[config.mk]
export PLATFORM = sky130hd
export DESIGN_NAME = rhythm_pattern_generator
export DESIGN_NICKNAME = d
export VERILOG_FILES = /design/src/rtl/rpg_pkg.sv /design/src/rtl/rpg_div.sv /design/src/rtl/rpg_datapath.sv /design/src/rtl/rpg_ctrl.sv /design/src/rtl/rhythm_pattern_generator.sv
export SDC_FILE = /design/constraint.sdc
export NUM_CORES = 1
export LEC_CHECK = 0
export ABC_AREA = 0
export BUFFER_PORTS_ARGS = -buffer_cell sky130_fd_sc_hd__buf_2
export CAP_MARGIN = 30
export CORE_MARGIN = 2
export CORE_UTILIZATION = 44
export DETAILED_ROUTE_END_ITERATION = 10
export PLACE_DENSITY_LB_ADDON = 0.15
export SLEW_MARGIN = 20
export SYNTH_ARGS = -nofsm -noshare
export SYNTH_HDL_FRONTEND = slang
export SYNTH_SLANG_ARGS = --single-unit
[constraint.sdc]
create_clock -name clk_i -period 8.85 [get_ports clk_i]
set_clock_uncertainty 0.2 [all_clocks]
set_input_delay 0.885 -clock clk_i [delete_from_list [all_inputs] [get_ports clk_i]]
set_output_delay 0.885 -clock clk_i [all_outputs]
set_load 0.01 [all_outputs]
[src/rtl/rpg_pkg.sv]
// Package of the rhythm pattern generator: constants, payload and control types.
package rpg_pkg;

  localparam int MaxSteps    = 64;
  localparam int BinMaxSteps = 32;
  localparam int IdxW        = $clog2(MaxSteps);

  localparam logic OpPolygon = 1'b0;
  localparam logic OpBinary  = 1'b1;

  localparam logic [63:0] ResetPattern = 64'd73;
  localparam logic [6:0]  ResetLength  = 7'd8;
  localparam logic [6:0]  ResetOnsets  = 7'd3;

  typedef struct packed {
    logic              op;
    logic [6:0]        vertices;
    logic [6:0]        steps;
    logic signed [7:0] offset;
    logic [31:0]       binary_value;
  } rpg_in_t;

  typedef struct packed {
    logic        accepted;
    logic [63:0] pattern;
    logic [6:0]  step_count;
    logic [6:0]  onset_count;
  } rpg_out_t;

  typedef struct packed {
    logic load_req;
    logic clear_work;
    logic start_div_sv;
    logic start_div_off;
    logic latch_sv;
    logic init_poly;
    logic poly_step;
    logic bin_step;
    logic finish;
  } rpg_cmd_t;

  typedef struct packed {
    logic req_ok;
    logic req_bin;
    logic div_done;
    logic last_vertex;
    logic last_step;
  } rpg_sts_t;

endpackage

[src/rtl/rpg_div.sv]
// Iterative restoring divider, one quotient bit per cycle.
module rpg_div (
  input  logic       clk_i,
  input  logic       rst_ni,
  input  logic       start_i,
  input  logic [7:0] dividend_i,
  input  logic [6:0] divisor_i,
  output logic       done_o,
  output logic [7:0] quot_o,
  output logic [6:0] rem_o
);

  logic [7:0] dvd_q, dvd_d;
  logic [6:0] dvs_q, dvs_d;
  logic [6:0] rem_q, rem_d;
  logic [7:0] quo_q, quo_d;
  logic [2:0] cnt_q, cnt_d;
  logic       busy_q, busy_d;
  logic       done_q, done_d;
  logic [7:0] trial;
  logic       ge;

  assign trial = {rem_q, dvd_q[7]};
  assign ge    = trial >= {1'b0, dvs_q};

  always_comb begin
    dvd_d  = dvd_q;
    dvs_d  = dvs_q;
    rem_d  = rem_q;
    quo_d  = quo_q;
    cnt_d  = cnt_q;
    busy_d = busy_q;
    done_d = 1'b0;
    if (start_i) begin
      dvd_d  = dividend_i;
      dvs_d  = divisor_i;
      rem_d  = '0;
      quo_d  = '0;
      cnt_d  = '0;
      busy_d = 1'b1;
    end else if (busy_q) begin
      dvd_d = {dvd_q[6:0], 1'b0};
      rem_d = ge ? 7'(trial - {1'b0, dvs_q}) : trial[6:0];
      quo_d = {quo_q[6:0], ge};
      cnt_d = cnt_q + 3'd1;
      if (cnt_q == 3'd7) begin
        busy_d = 1'b0;
        done_d = 1'b1;
      end
    end
  end

  always_ff @(posedge clk_i or negedge rst_ni) begin
    if (!rst_ni) begin
      busy_q <= 1'b0;
      done_q <= 1'b0;
      cnt_q  <= '0;
    end else begin
      busy_q <= busy_d;
      done_q <= done_d;
      cnt_q  <= cnt_d;
    end
  end

  always_ff @(posedge clk_i) begin
    dvd_q <= dvd_d;
    dvs_q <= dvs_d;
    rem_q <= rem_d;
    quo_q <= quo_d;
  end

  assign done_o = done_q;
  assign quot_o = quo_q;
  assign rem_o  = rem_q;

endmodule

[src/rtl/rpg_datapath.sv]
// Datapath: request register, polygon stepping, binary mapping, held pattern and output register.
module rpg_datapath (
  input  logic             clk_i,
  input  logic             rst_ni,
  input  rpg_pkg::rpg_in_t  in_data_i,
  input  rpg_pkg::rpg_cmd_t cmd_i,
  output rpg_pkg::rpg_sts_t sts_o,
  output rpg_pkg::rpg_out_t out_data_o
);
  import rpg_pkg::*;

  rpg_in_t           req_q;
  logic [6:0]        a_q;
  logic [7:0]        b_q;
  logic signed [16:0] num_q;
  logic [IdxW-1:0]   p_q;
  logic [7:0]        r_q;
  logic [6:0]        cnt_q;
  logic [63:0]       work_q;
  logic [6:0]        won_q;
  logic [63:0]       held_pat_q;
  logic [6:0]        held_len_q;
  logic [6:0]        held_on_q;
  rpg_out_t          out_q;

  logic              req_ok;
  logic              div_start;
  logic [7:0]        div_dvd;
  logic [6:0]        div_dvs;
  logic              div_done;
  logic [7:0]        div_quot;
  logic [6:0]        div_rem;
  logic [7:0]        abs_off;
  logic [IdxW-1:0]   p_init;
  logic signed [15:0] prod;
  logic              corr;
  logic [IdxW-1:0]   pidx;
  logic [8:0]        rsum;
  logic [8:0]        two_v;
  logic              carry;
  logic [7:0]        r_next;
  logic [7:0]        psum;
  logic [IdxW-1:0]   p_next;
  logic [IdxW-1:0]   bidx_step;
  logic [4:0]        bidx_val;
  logic              bbit;

  // Request check: both modes need a non-zero length within range.
  always_comb begin
    req_ok = (req_q.steps != 7'd0) && (req_q.steps <= 7'(MaxSteps));
    if (req_q.op == OpBinary) begin
      req_ok = req_ok && (req_q.steps <= 7'(BinMaxSteps));
    end else begin
      req_ok = req_ok && (req_q.vertices != 7'd0);
    end
  end

  assign abs_off   = req_q.offset[7] ? 8'(~req_q.offset + 8'sd1) : req_q.offset;
  assign div_start = cmd_i.start_div_sv | cmd_i.start_div_off;
  assign div_dvd   = cmd_i.start_div_sv ? {1'b0, req_q.steps} : abs_off;
  assign div_dvs   = cmd_i.start_div_sv ? req_q.vertices : req_q.steps;

  rpg_div u_div (
    .clk_i      (clk_i),
    .rst_ni     (rst_ni),
    .start_i    (div_start),
    .dividend_i (div_dvd),
    .divisor_i  (div_dvs),
    .done_o     (div_done),
    .quot_o     (div_quot),
    .rem_o      (div_rem)
  );

  // True modulo of the offset from the remainder of its magnitude.
  assign p_init = (req_q.offset[7] && (div_rem != 7'd0)) ?
                  IdxW'(req_q.steps - div_rem) : IdxW'(div_rem);
  assign prod   = req_q.offset * $signed({1'b0, req_q.vertices});

  // A negative numerator that divides exactly into a half rounds one step lower.
  assign corr = num_q[16] && (r_q == 8'd0);
  assign pidx = !corr ? p_q :
                (p_q == '0) ? IdxW'(req_q.steps - 7'd1) : p_q - IdxW'(1);

  assign two_v  = {1'b0, req_q.vertices, 1'b0};
  assign rsum   = {1'b0, r_q} + {1'b0, b_q};
  assign carry  = rsum >= two_v;
  assign r_next = carry ? 8'(rsum - two_v) : rsum[7:0];
  assign psum   = {{(8 - IdxW){1'b0}}, p_q} + {1'b0, a_q} + {7'd0, carry};
  assign p_next = (psum >= {1'b0, req_q.steps}) ?
                  IdxW'(psum - {1'b0, req_q.steps}) : IdxW'(psum);

  assign bidx_step = IdxW'(cnt_q);
  assign bidx_val  = 5'(req_q.steps - 7'd1 - cnt_q);
  assign bbit      = req_q.binary_value[bidx_val];

  always_ff @(posedge clk_i) begin
    if (cmd_i.load_req) begin
      req_q <= in_data_i;
    end
    if (cmd_i.clear_work) begin
      work_q <= '0;
      won_q  <= '0;
      cnt_q  <= '0;
    end
    if (cmd_i.latch_sv) begin
      a_q <= div_quot[6:0];
      b_q <= {div_rem, 1'b0};
    end
    if (cmd_i.init_poly) begin
      num_q <= 17'(prod);
      p_q   <= p_init;
      r_q   <= {1'b0, req_q.vertices};
      cnt_q <= '0;
    end
    if (cmd_i.poly_step) begin
      work_q[pidx] <= 1'b1;
      if (!work_q[pidx]) begin
        won_q <= won_q + 7'd1;
      end
      r_q   <= r_next;
      p_q   <= p_next;
      num_q <= num_q + $signed({10'd0, req_q.steps});
      cnt_q <= cnt_q + 7'd1;
    end
    if (cmd_i.bin_step) begin
      work_q[bidx_step] <= bbit;
      won_q <= won_q + {6'd0, bbit};
      cnt_q <= cnt_q + 7'd1;
    end
    if (cmd_i.finish) begin
      out_q.accepted    <= req_ok;
      out_q.pattern     <= req_ok ? work_q : held_pat_q;
      out_q.step_count  <= req_ok ? req_q.steps : held_len_q;
      out_q.onset_count <= req_ok ? won_q : held_on_q;
    end
  end

  always_ff @(posedge clk_i or negedge rst_ni) begin
    if (!rst_ni) begin
      held_pat_q <= ResetPattern;
      held_len_q <= ResetLength;
      held_on_q  <= ResetOnsets;
    end else if (cmd_i.finish && req_ok) begin
      held_pat_q <= work_q;
      held_len_q <= req_q.steps;
      held_on_q  <= won_q;
    end
  end

  assign sts_o.req_ok      = req_ok;
  assign sts_o.req_bin     = (req_q.op == OpBinary);
  assign sts_o.div_done    = div_done;
  assign sts_o.last_vertex = (cnt_q == 7'(req_q.vertices - 7'd1));
  assign sts_o.last_step   = (cnt_q == 7'(req_q.steps - 7'd1));
  assign out_data_o        = out_q;

endmodule

[src/rtl/rpg_ctrl.sv]
// Controller state machine: sequences the check, divisions, stepping and result hand-off.
module rpg_ctrl (
  input  logic             clk_i,
  input  logic             rst_ni,
  input  logic             in_valid_i,
  output logic             in_ready_o,
  input  logic             out_ready_i,
  output logic             out_valid_o,
  input  rpg_pkg::rpg_sts_t sts_i,
  output rpg_pkg::rpg_cmd_t cmd_o
);
  import rpg_pkg::*;

  typedef enum logic [2:0] {
    StIdle,
    StCheck,
    StDivSv,
    StDivOff,
    StPoly,
    StBin,
    StFinish
  } state_e;

  state_e state_q, state_d;
  logic   out_valid_q, out_valid_d;
  logic   slot_free;

  assign slot_free = !out_valid_q || out_ready_i;

  always_comb begin
    state_d     = state_q;
    out_valid_d = out_valid_q && !out_ready_i;
    cmd_o       = '0;
    case (state_q)
      StIdle: begin
        if (in_valid_i) begin
          cmd_o.load_req = 1'b1;
          state_d        = StCheck;
        end
      end
      StCheck: begin
        cmd_o.clear_work = 1'b1;
        if (!sts_i.req_ok) begin
          state_d = StFinish;
        end else if (sts_i.req_bin) begin
          state_d = StBin;
        end else begin
          cmd_o.start_div_sv = 1'b1;
          state_d            = StDivSv;
        end
      end
      StDivSv: begin
        if (sts_i.div_done) begin
          cmd_o.latch_sv      = 1'b1;
          cmd_o.start_div_off = 1'b1;
          state_d             = StDivOff;
        end
      end
      StDivOff: begin
        if (sts_i.div_done) begin
          cmd_o.init_poly = 1'b1;
          state_d         = StPoly;
        end
      end
      StPoly: begin
        cmd_o.poly_step = 1'b1;
        if (sts_i.last_vertex) begin
          state_d = StFinish;
        end
      end
      StBin: begin
        cmd_o.bin_step = 1'b1;
        if (sts_i.last_step) begin
          state_d = StFinish;
        end
      end
      StFinish: begin
        if (slot_free) begin
          cmd_o.finish = 1'b1;
          out_valid_d  = 1'b1;
          state_d      = StIdle;
        end
      end
      default: begin
        state_d = StIdle;
      end
    endcase
  end

  always_ff @(posedge clk_i or negedge rst_ni) begin
    if (!rst_ni) begin
      state_q     <= StIdle;
      out_valid_q <= 1'b0;
    end else begin
      state_q     <= state_d;
      out_valid_q <= out_valid_d;
    end
  end

  assign in_ready_o  = (state_q == StIdle);
  assign out_valid_o = out_valid_q;

endmodule

[src/rtl/rhythm_pattern_generator.sv]
// Top level of the rhythm pattern generator: controller, datapath and checks.
//
// Usage. A request item arrives on the in channel (in_valid_i, in_ready_o,
// in_data_i) and exactly one result item leaves on the out channel
// (out_valid_o, out_ready_i, out_data_o), in request order. An item moves
// when valid and ready are both high at a rising edge of clk_i.
// Timing. A request first passes the check state. A rejected request then
// goes straight to the finish state. A binary request walks one step per
// cycle. A polygon request runs two 8-step divisions in the shared
// iterative divider (steps by vertices, then the offset magnitude by steps)
// and places one vertex per cycle. One request is in work at a time;
// in_ready_o rises together with the registered result.
// Stalls. If the receiver holds out_ready_i low, the finished result stays
// in the output register; a following request is taken and worked on, and
// waits in its final state until that register has been emptied.
// Reset. rst_ni is asynchronous and active low; it empties the output
// register and loads the held pattern with steps 0, 3 and 6 of 8 set.
module rhythm_pattern_generator (
  input  logic             clk_i,
  input  logic             rst_ni,
  input  logic             in_valid_i,
  output logic             in_ready_o,
  input  rpg_pkg::rpg_in_t  in_data_i,
  output logic             out_valid_o,
  input  logic             out_ready_i,
  output rpg_pkg::rpg_out_t out_data_o
);
  import rpg_pkg::*;

  rpg_cmd_t cmd;
  rpg_sts_t sts;

  // The controller only issues commands and watches status; all payload
  // lives in the datapath.
  rpg_ctrl u_ctrl (
    .clk_i       (clk_i),
    .rst_ni      (rst_ni),
    .in_valid_i  (in_valid_i),
    .in_ready_o  (in_ready_o),
    .out_ready_i (out_ready_i),
    .out_valid_o (out_valid_o),
    .sts_i       (sts),
    .cmd_o       (cmd)
  );

  rpg_datapath u_dp (
    .clk_i      (clk_i),
    .rst_ni     (rst_ni),
    .in_data_i  (in_data_i),
    .cmd_i      (cmd),
    .sts_o      (sts),
    .out_data_o (out_data_o)
  );

  // Once a request is taken the block is busy in its check state.
  assert property (@(posedge clk_i) disable iff (!rst_ni)
    (in_valid_i && in_ready_o) |=> !in_ready_o)
    else $error("request taken while the previous one was still in work");

  // A reported pattern is never longer than the supported maximum nor empty.
  assert property (@(posedge clk_i) disable iff (!rst_ni)
    out_valid_o |-> (out_data_o.step_count != 7'd0 &&
                     out_data_o.step_count <= 7'(MaxSteps)))
    else $error("result length out of range");

  // The onset count cannot exceed the length of the pattern.
  assert property (@(posedge clk_i) disable iff (!rst_ni)
    out_valid_o |-> (out_data_o.onset_count <= out_data_o.step_count))
    else $error("onset count exceeds pattern length");

  // No onset may lie at or beyond the pattern length.
  assert property (@(posedge clk_i) disable iff (!rst_ni)
    out_valid_o |-> ((out_data_o.pattern >> out_data_o.step_count) == 64'd0))
    else $error("onset beyond pattern length");

endmodule

After elaboration in Yosys (flattened, before gate mapping)
Cells that the tools add are included.
{ "op_classes": {"mul": 1, "n_bitwise": 3, "n_mux": 73, "magnitude_cmp": 10, "n_eq_ne": 15, "add_sub_neg": 17, "n_reduce_logical": 22} }
{ "op_table": {"columns": ["operator", "count"], "rows": [
  ["2-to-1 mux 64 bit", 4],
  ["2-to-1 mux 7 bit", 12],
  ["bitwise mux 64 bit", 1],
  ["OR 64 bit", 1],
  ["2-to-1 mux 8 bit", 7],
  ["2-to-1 mux 6 bit", 6],
  ["2-to-1 mux 17 bit", 2],
  ["2-to-1 mux 3 bit", 10],
  ["2-to-1 mux 1 bit", 23],
  ["one-hot mux 3 bit (7 select lines)", 1],
  ["nonzero test 7 bit", 3],
  ["adder 17 x 8 -> 17 bit", 1],
  [">= comparator 8 x 7 -> 1 bit", 2],
  ["multiplier 8 x 8 -> 16 bit", 1],
  ["adder 7 x 1 -> 7 bit (second input constant)", 2],
  ["== test 7 bit", 2],
  ["less-than comparator 6 x 7 -> 1 bit (second input constant)", 2],
  ["subtractor 7 x 1 -> 7 bit (second input constant)", 2],
  ["demux 1 bit (select 6 bit)", 2],
  ["== test 3 bit (second input constant)", 4],
  [">= comparator 6 x 1 -> 1 bit (second input constant)", 2],
  ["subtractor 6 bit", 2],
  ["adder 8 x 8 -> 9 bit", 1],
  [">= comparator 9 x 8 -> 1 bit", 1],
  ["other kinds (30)", 47]
]} }
{ "word_totals": {"inputBits": 59, "output_inout_bits": 81, "word_cells": 170, "register_bits": 373} }

Longest topological paths before layout
{ "logic_depth": {"word_depth": 11, "depth_mapped": 32, "depth_no_buf": 30} }

Hierarchy
A second synthesis with hierarchy kept.
{ "hier_totals": {"cells_unflattened": 1882, "hier_area_um2": 21240.4} }
{ "by_module_without_submodules": {"columns": ["module", "instances", "seq_area_each_um2", "cells_each", "area_each_um2"], "rows": [
  ["rpg_datapath", 1, 8966.1, 1670, 19023.2],
  ["rpg_div", 1, 875.8, 171, 1854.3],
  ["rpg_ctrl", 1, 100.1, 41, 362.8]
]} }

Worst setup path before layout
OpenSTA, ideal clock, no wires.
{ "synth_timing": {"path_kind": "flip-flop to flip-flop", "startpoint": "register u_dp.r_q[1]", "endpoint": "register u_dp.p_q[0] (data pin)", "arrival_ns": 5.604, "path_stages_with_launch": 32, "path_buffers": 2, "setup_slack_ns": 2.777, "period_less_slack_ns": 6.073, "setup_ns": 0.268, "required_time_ns": 8.382, "cell_sequence": "edfxtp_1 ha_1 inv_1 fa_1 inv_1 a21o_1 a21oi_1 o21bai_1 a21o_1 xnor2_1 inv_1 ha_1 nand4b_1 nor2_1 a2111oi_0 and2_1 buf_1 fa_1 fa_1 inv_1 a21o_1 a21oi_1 xnor2_1 ha_1 a31oi_1 o21ai_0 a21o_1 a221o_1 clkbuf_1 mux2i_1 nand2_1 o21ai_0"} }
{ "synth_via": {"elab_chain_cells": 6, "elab_cells_between_ends": 7, "cone_classes": "3 x add/sub; 2 x order compare; 2 x mux"} }
{ "synth_rtl": {"columns": ["element", "line", "rtl"], "rows": [
  ["start, declared", "rpg_datapath.sv:17", "logic [7:0] r_q;"],
  ["start signal, assigned", "rpg_datapath.sv:112", "r_q <= {1'b0, req_q.vertices};"],
  ["start signal, assigned", "rpg_datapath.sv:120", "r_q <= r_next;"],
  ["adder 8 x 8 -> 9 bit (*)", "rpg_datapath.sv:85", "assign rsum = {1'b0, r_q} + {1'b0, b_q};"],
  [">= comparator 9 x 8 -> 1 bit (*)", "rpg_datapath.sv:86", "assign carry = rsum >= two_v;"],
  ["adder 8 x 1 -> 8 bit (*)", "rpg_datapath.sv:88", "assign psum = {{(8 - IdxW){1'b0}}, p_q} + {1'b0, a_q} + {7'd0, carry};"],
  [">= comparator 8 x 7 -> 1 bit or subtractor 6 bit (tied branches)", "rpg_datapath.sv:89, rpg_datapath.sv:90", null],
  ["2-to-1 mux 6 bit (*)", "rpg_datapath.sv:89", "assign p_next = (psum >= {1'b0, req_q.steps}) ?"],
  ["2-to-1 mux 6 bit (*)", "rpg_datapath.sv:115", "if (cmd_i.poly_step) begin"],
  ["end signal, assigned", "rpg_datapath.sv:111", "p_q <= p_init;"],
  ["end signal, assigned", "rpg_datapath.sv:121", "p_q <= p_next;"],
  ["end, declared", "rpg_datapath.sv:16", "logic [IdxW-1:0] p_q;"]
]} }
Mark *: on every way between the ends. The rest lies on a longest branch, timed or not.
A chain may end at the register's enable or synchronous reset.

Worst setup path in the final report
Same ends and word-level chain as after synthesis.

==> results.txt <==
- CP top delay family: compound AO/OA/AOI/OAI gates
- Number of I/O pins: 140
- Met2 layer wire length in the routed design: 25.5 mm
- Kind of end point of the critical path: register
- Number of antenna violations at the first check in global routing: 0
- After clock tree synthesis, the repair step resized 0 gates.
- Synthesis instantiated 82 different standard cells from the library.
- Detailed-route via count: 14.8k
- Area share of the largest cell type after synthesis: 0.290
- Peak supply drop: 0.000140 V
* Total CTS buffers: 43
- Max incr delay on CP: 0.60 ns
- Leaving out fill and tap cells, the most frequent cell in the layout is edfxtp_1.
* Pin count of the biggest net entering global routing: 69
* Number of levels in the clock H-tree: 2
* Switching portion of total power: 0.208
- TritonCTS built the clock tree.
- The checks that failed: DRC.
- Critical Path AT: 6.76 ns
- The Yosys step of the flow raised 0 warnings.
- Iteration count of the initial detailed-routing pass: 11
* Floorplan Core Area: 46700 um^2
* Via count of the first global-routing pass: 14.6k
* Outcome: finished, violations left
- The initialized floorplan defines 79 standard-cell rows.
- Switching pwr: 744 uW
* Synth async-reset ratio: 0.233
* Initial DRC count: 1376
- Post-layout net count: 2159
- Synthesis produced 1840 cells.
- Most frequent cells in the layout: 201 x edfxtp_1, 145 x mux2_2, 141 x inv_1
* DP HPWL: 37.7 mm
- Pint: 2.84 mW
- Yosys mapped a number of flops with a built-in enable equal to 201.
- Portion of total power attributed to combinational logic: 0.006
- Worst Path Required: 8.94 ns
- The repair_antennas step left the layout with diodes totalling 0.
- Of the total power, the clock network draws 0.487.
- The worst path needs 6.67 ns of the cycle, external delays included.
- Effective utilization at floorplan: 0.447
* Max capacitance violation total: 0
- Clock-pin slew was measured on the worst setup and hold paths at 0.06 ns.
* Largest area contributor in the netlist: edfxtp_1
* Share of total power in sequential cells: 0.507
- Summed over all cells, the static leakage comes to 9.93 nW.
* Final Slew Violations: 0
- Number of buffers added for setup after CTS: 0
* Final hold violation count: 0
- Die Outline Area: 49100 um^2
- The clock passes through at most 3 buffers.
* Die extent in y: 222 um
- Of the available clock period, the critical path in the final layout requires 0.753.
* Residual DRC count: 9
- Mapped Area: 20800 um^2
- STA classifies the critical path startpoint as a register.
- The clock net in this run drives a total of 373 sinks.
- Global route total overflow: 0
- Total track usage: 0.216
* Setup repair after global routing missed its margin: no
- Sequential share of the synthesized area: 0.476
- The highest layer touched by signal routing is met4.
- Mean number of vias per cell: 5.70
- The critical path is of the reg2reg type.
- Maximum clock frequency: 150 MHz
- For this design, the slowest cell found on the critical path is a2111oi_0.
- Fraction of layout cells with a size suffix above 1: 0.219
- The die is 222 um wide.
- Later-pin clock latency in the skew report: 0.58 ns
- Most frequently used flop master after synthesis: edfxtp_1
- Counting every net in the synthesized netlist gives 2048.
- Detailed routing placed a total of 2.87 mm of wire on met3.
* Routed len/inst: 20.5 um
* Detail Route Antenna Nets: 0
* Hold slack final: 0.0180 ns
* Number of buffers inserted by hold repair at cts: 0
- Normalized max-slew margin: 0.289
* FF+latch count, synth: 373
* Area grow syn2layout: 13.3%
- The path class of the tightest hold or removal check is in2async.
* Largest fanout on the critical path: 13
* Clk root buf: clkbuf_16
- Number of port buffers: 139
- Global placer's final weighted congestion: 0.873
* Detailed Route WL: 53.1 mm
* Average instance area after synthesis: 11.3 um^2
- Final setup violating endpoints: 0
* Dpl cell area: 22200 um^2
- Wire length of the first global-routing pass: 83.6 mm
- At the pin with the least slew margin, the transition time is 1.06 ns.
* Top post-synthesis cells by area: edfxtp_1 29%, dfrtp_1 9.7%, dfxtp_1 8.2%
* Sum of buffers and inverters on the critical path: 4
* Total Neg Setup Slack: 0 ns
- Dividing total power by cell area gives a power density of 152 nW/um^2.
- Final standard cell area without fillers: 23600 um^2
* Wl on met1: 23.3 mm
-- stage by stage --
stage / std cells / util / total power [mW] / worst slack, ns
CTS: 2591 / 0.506 / 3.63 / 2.25
global placement: 2510 / 0.475 / 1.87 / 2.38
global route: 2593 / 0.506 / 3.70 / 1.79
finish: 2593 / 0.506 / 3.58 / 2.18
detailed placement: 2511 / 0.476 / 1.87 / 2.27
floorplan: 1840 / - / 1.85 / 2.78
-- synthesized netlist by cell type (70+ instances only) --
cell / number
dfxtp_1: 85
a31oi_1: 74
edfxtp_1: 201
inv_1: 141
ha_1: 94
mux2_2: 145
dfrtp_1: 81
clkbuf_1: 93
nor2_1: 101
nand2_1: 120
a21oi_1: 70
o21ai_0: 76
-- state kept, by name, indices dropped and copies added, names as in the netlist, 6 cells and up --
signal / cells
u_dp.b_q: 7
u_dp.u_div.dvd_q: 8
u_dp.work_q: 64
u_dp.held_pat_q: 64
u_dp.r_q: 8
u_dp.cnt_q: 7
u_dp.a_q: 7
u_dp.held_len_q: 7
u_dp.won_q: 7
u_dp.req_q: 54
u_dp.p_q: 6
u_dp.held_on_q: 7
u_dp.u_div.quot_o: 7
u_dp.u_div.rem_o: 7
u_dp.out_data_o: 79
u_dp.u_div.dvs_q: 7
u_dp.num_q: 17
-- final timing paths --
| check | end | slack, ns | start | depth (start not counted) |
|---|---|---|---|---|
| max | u_dp.p_q[0] | 2.18 | u_dp.r_q[1] | 29 |
| min | u_dp.held_pat_q[38] | 0.02 | rst_ni | 1 |
| max reg2reg | u_dp.p_q[0] | 2.18 | u_dp.r_q[1] | 29 |
| min reg2reg | u_dp.a_q[6] | 0.23 | u_dp.u_div.quot_o[6] | 0 |
| max in group asynchronous | u_dp.u_div.cnt_q[2] | 7.26 | rst_ni | 2 |
| min in group clk_i | u_dp.a_q[6] | 0.23 | u_dp.u_div.quot_o[6] | 0 |
-- power groups by stage --
| stage | combinational, mW | clock (mW) | sequential (mW) |
|---|---|---|---|
| final | 0.0215 | 1.74 | 1.82 |
| after global routing | 0.0249 | 1.86 | 1.81 |
| after CTS | 0.0225 | 1.79 | 1.82 |
| after detailed placement | 0.0223 | 0 | 1.85 |
| after global placement | 0.0221 | 0 | 1.85 |
| after floorplan | 0.000500 | 0 | 1.85 |
-- layer usage --
layer  up-vias  global-route usage
met3        86              0.0288
met2       460               0.360
met5         -                   0
met1      7254               0.292
met4         0              0.0697
li1       6993                   -
-- area by class of cell --
cell class / count / area [um^2]
Fill cell: 4209 / 23000
Clock buffer: 52 / 1140
Sequential cell: 373 / 9920
Tap cell: 607 / 759
Inverter: 146 / 548
Clock inverter: 28 / 249
Multi-Input combinational cell: 1217 / 10000
Timing Repair Buffer: 170 / 955
-- logic make-up (layout without fill, tap and decap cells) --
kind of cell             count (synthesis)  count (layout)  share of synthesized area
AO/OA/AOI/OAI                          406             406                      0.135
XOR/XNOR                                84              84                     0.0353
adder cells (fa/ha/maj)                149             149                      0.109
buffers and inverters                  250             396                     0.0468
flip-flops                             373             373                      0.476
multiplexers                           191             191                      0.106
AND/OR/NAND/NOR                        387             387                     0.0914
No activity file was read; power rests on OpenSTA's default activity.
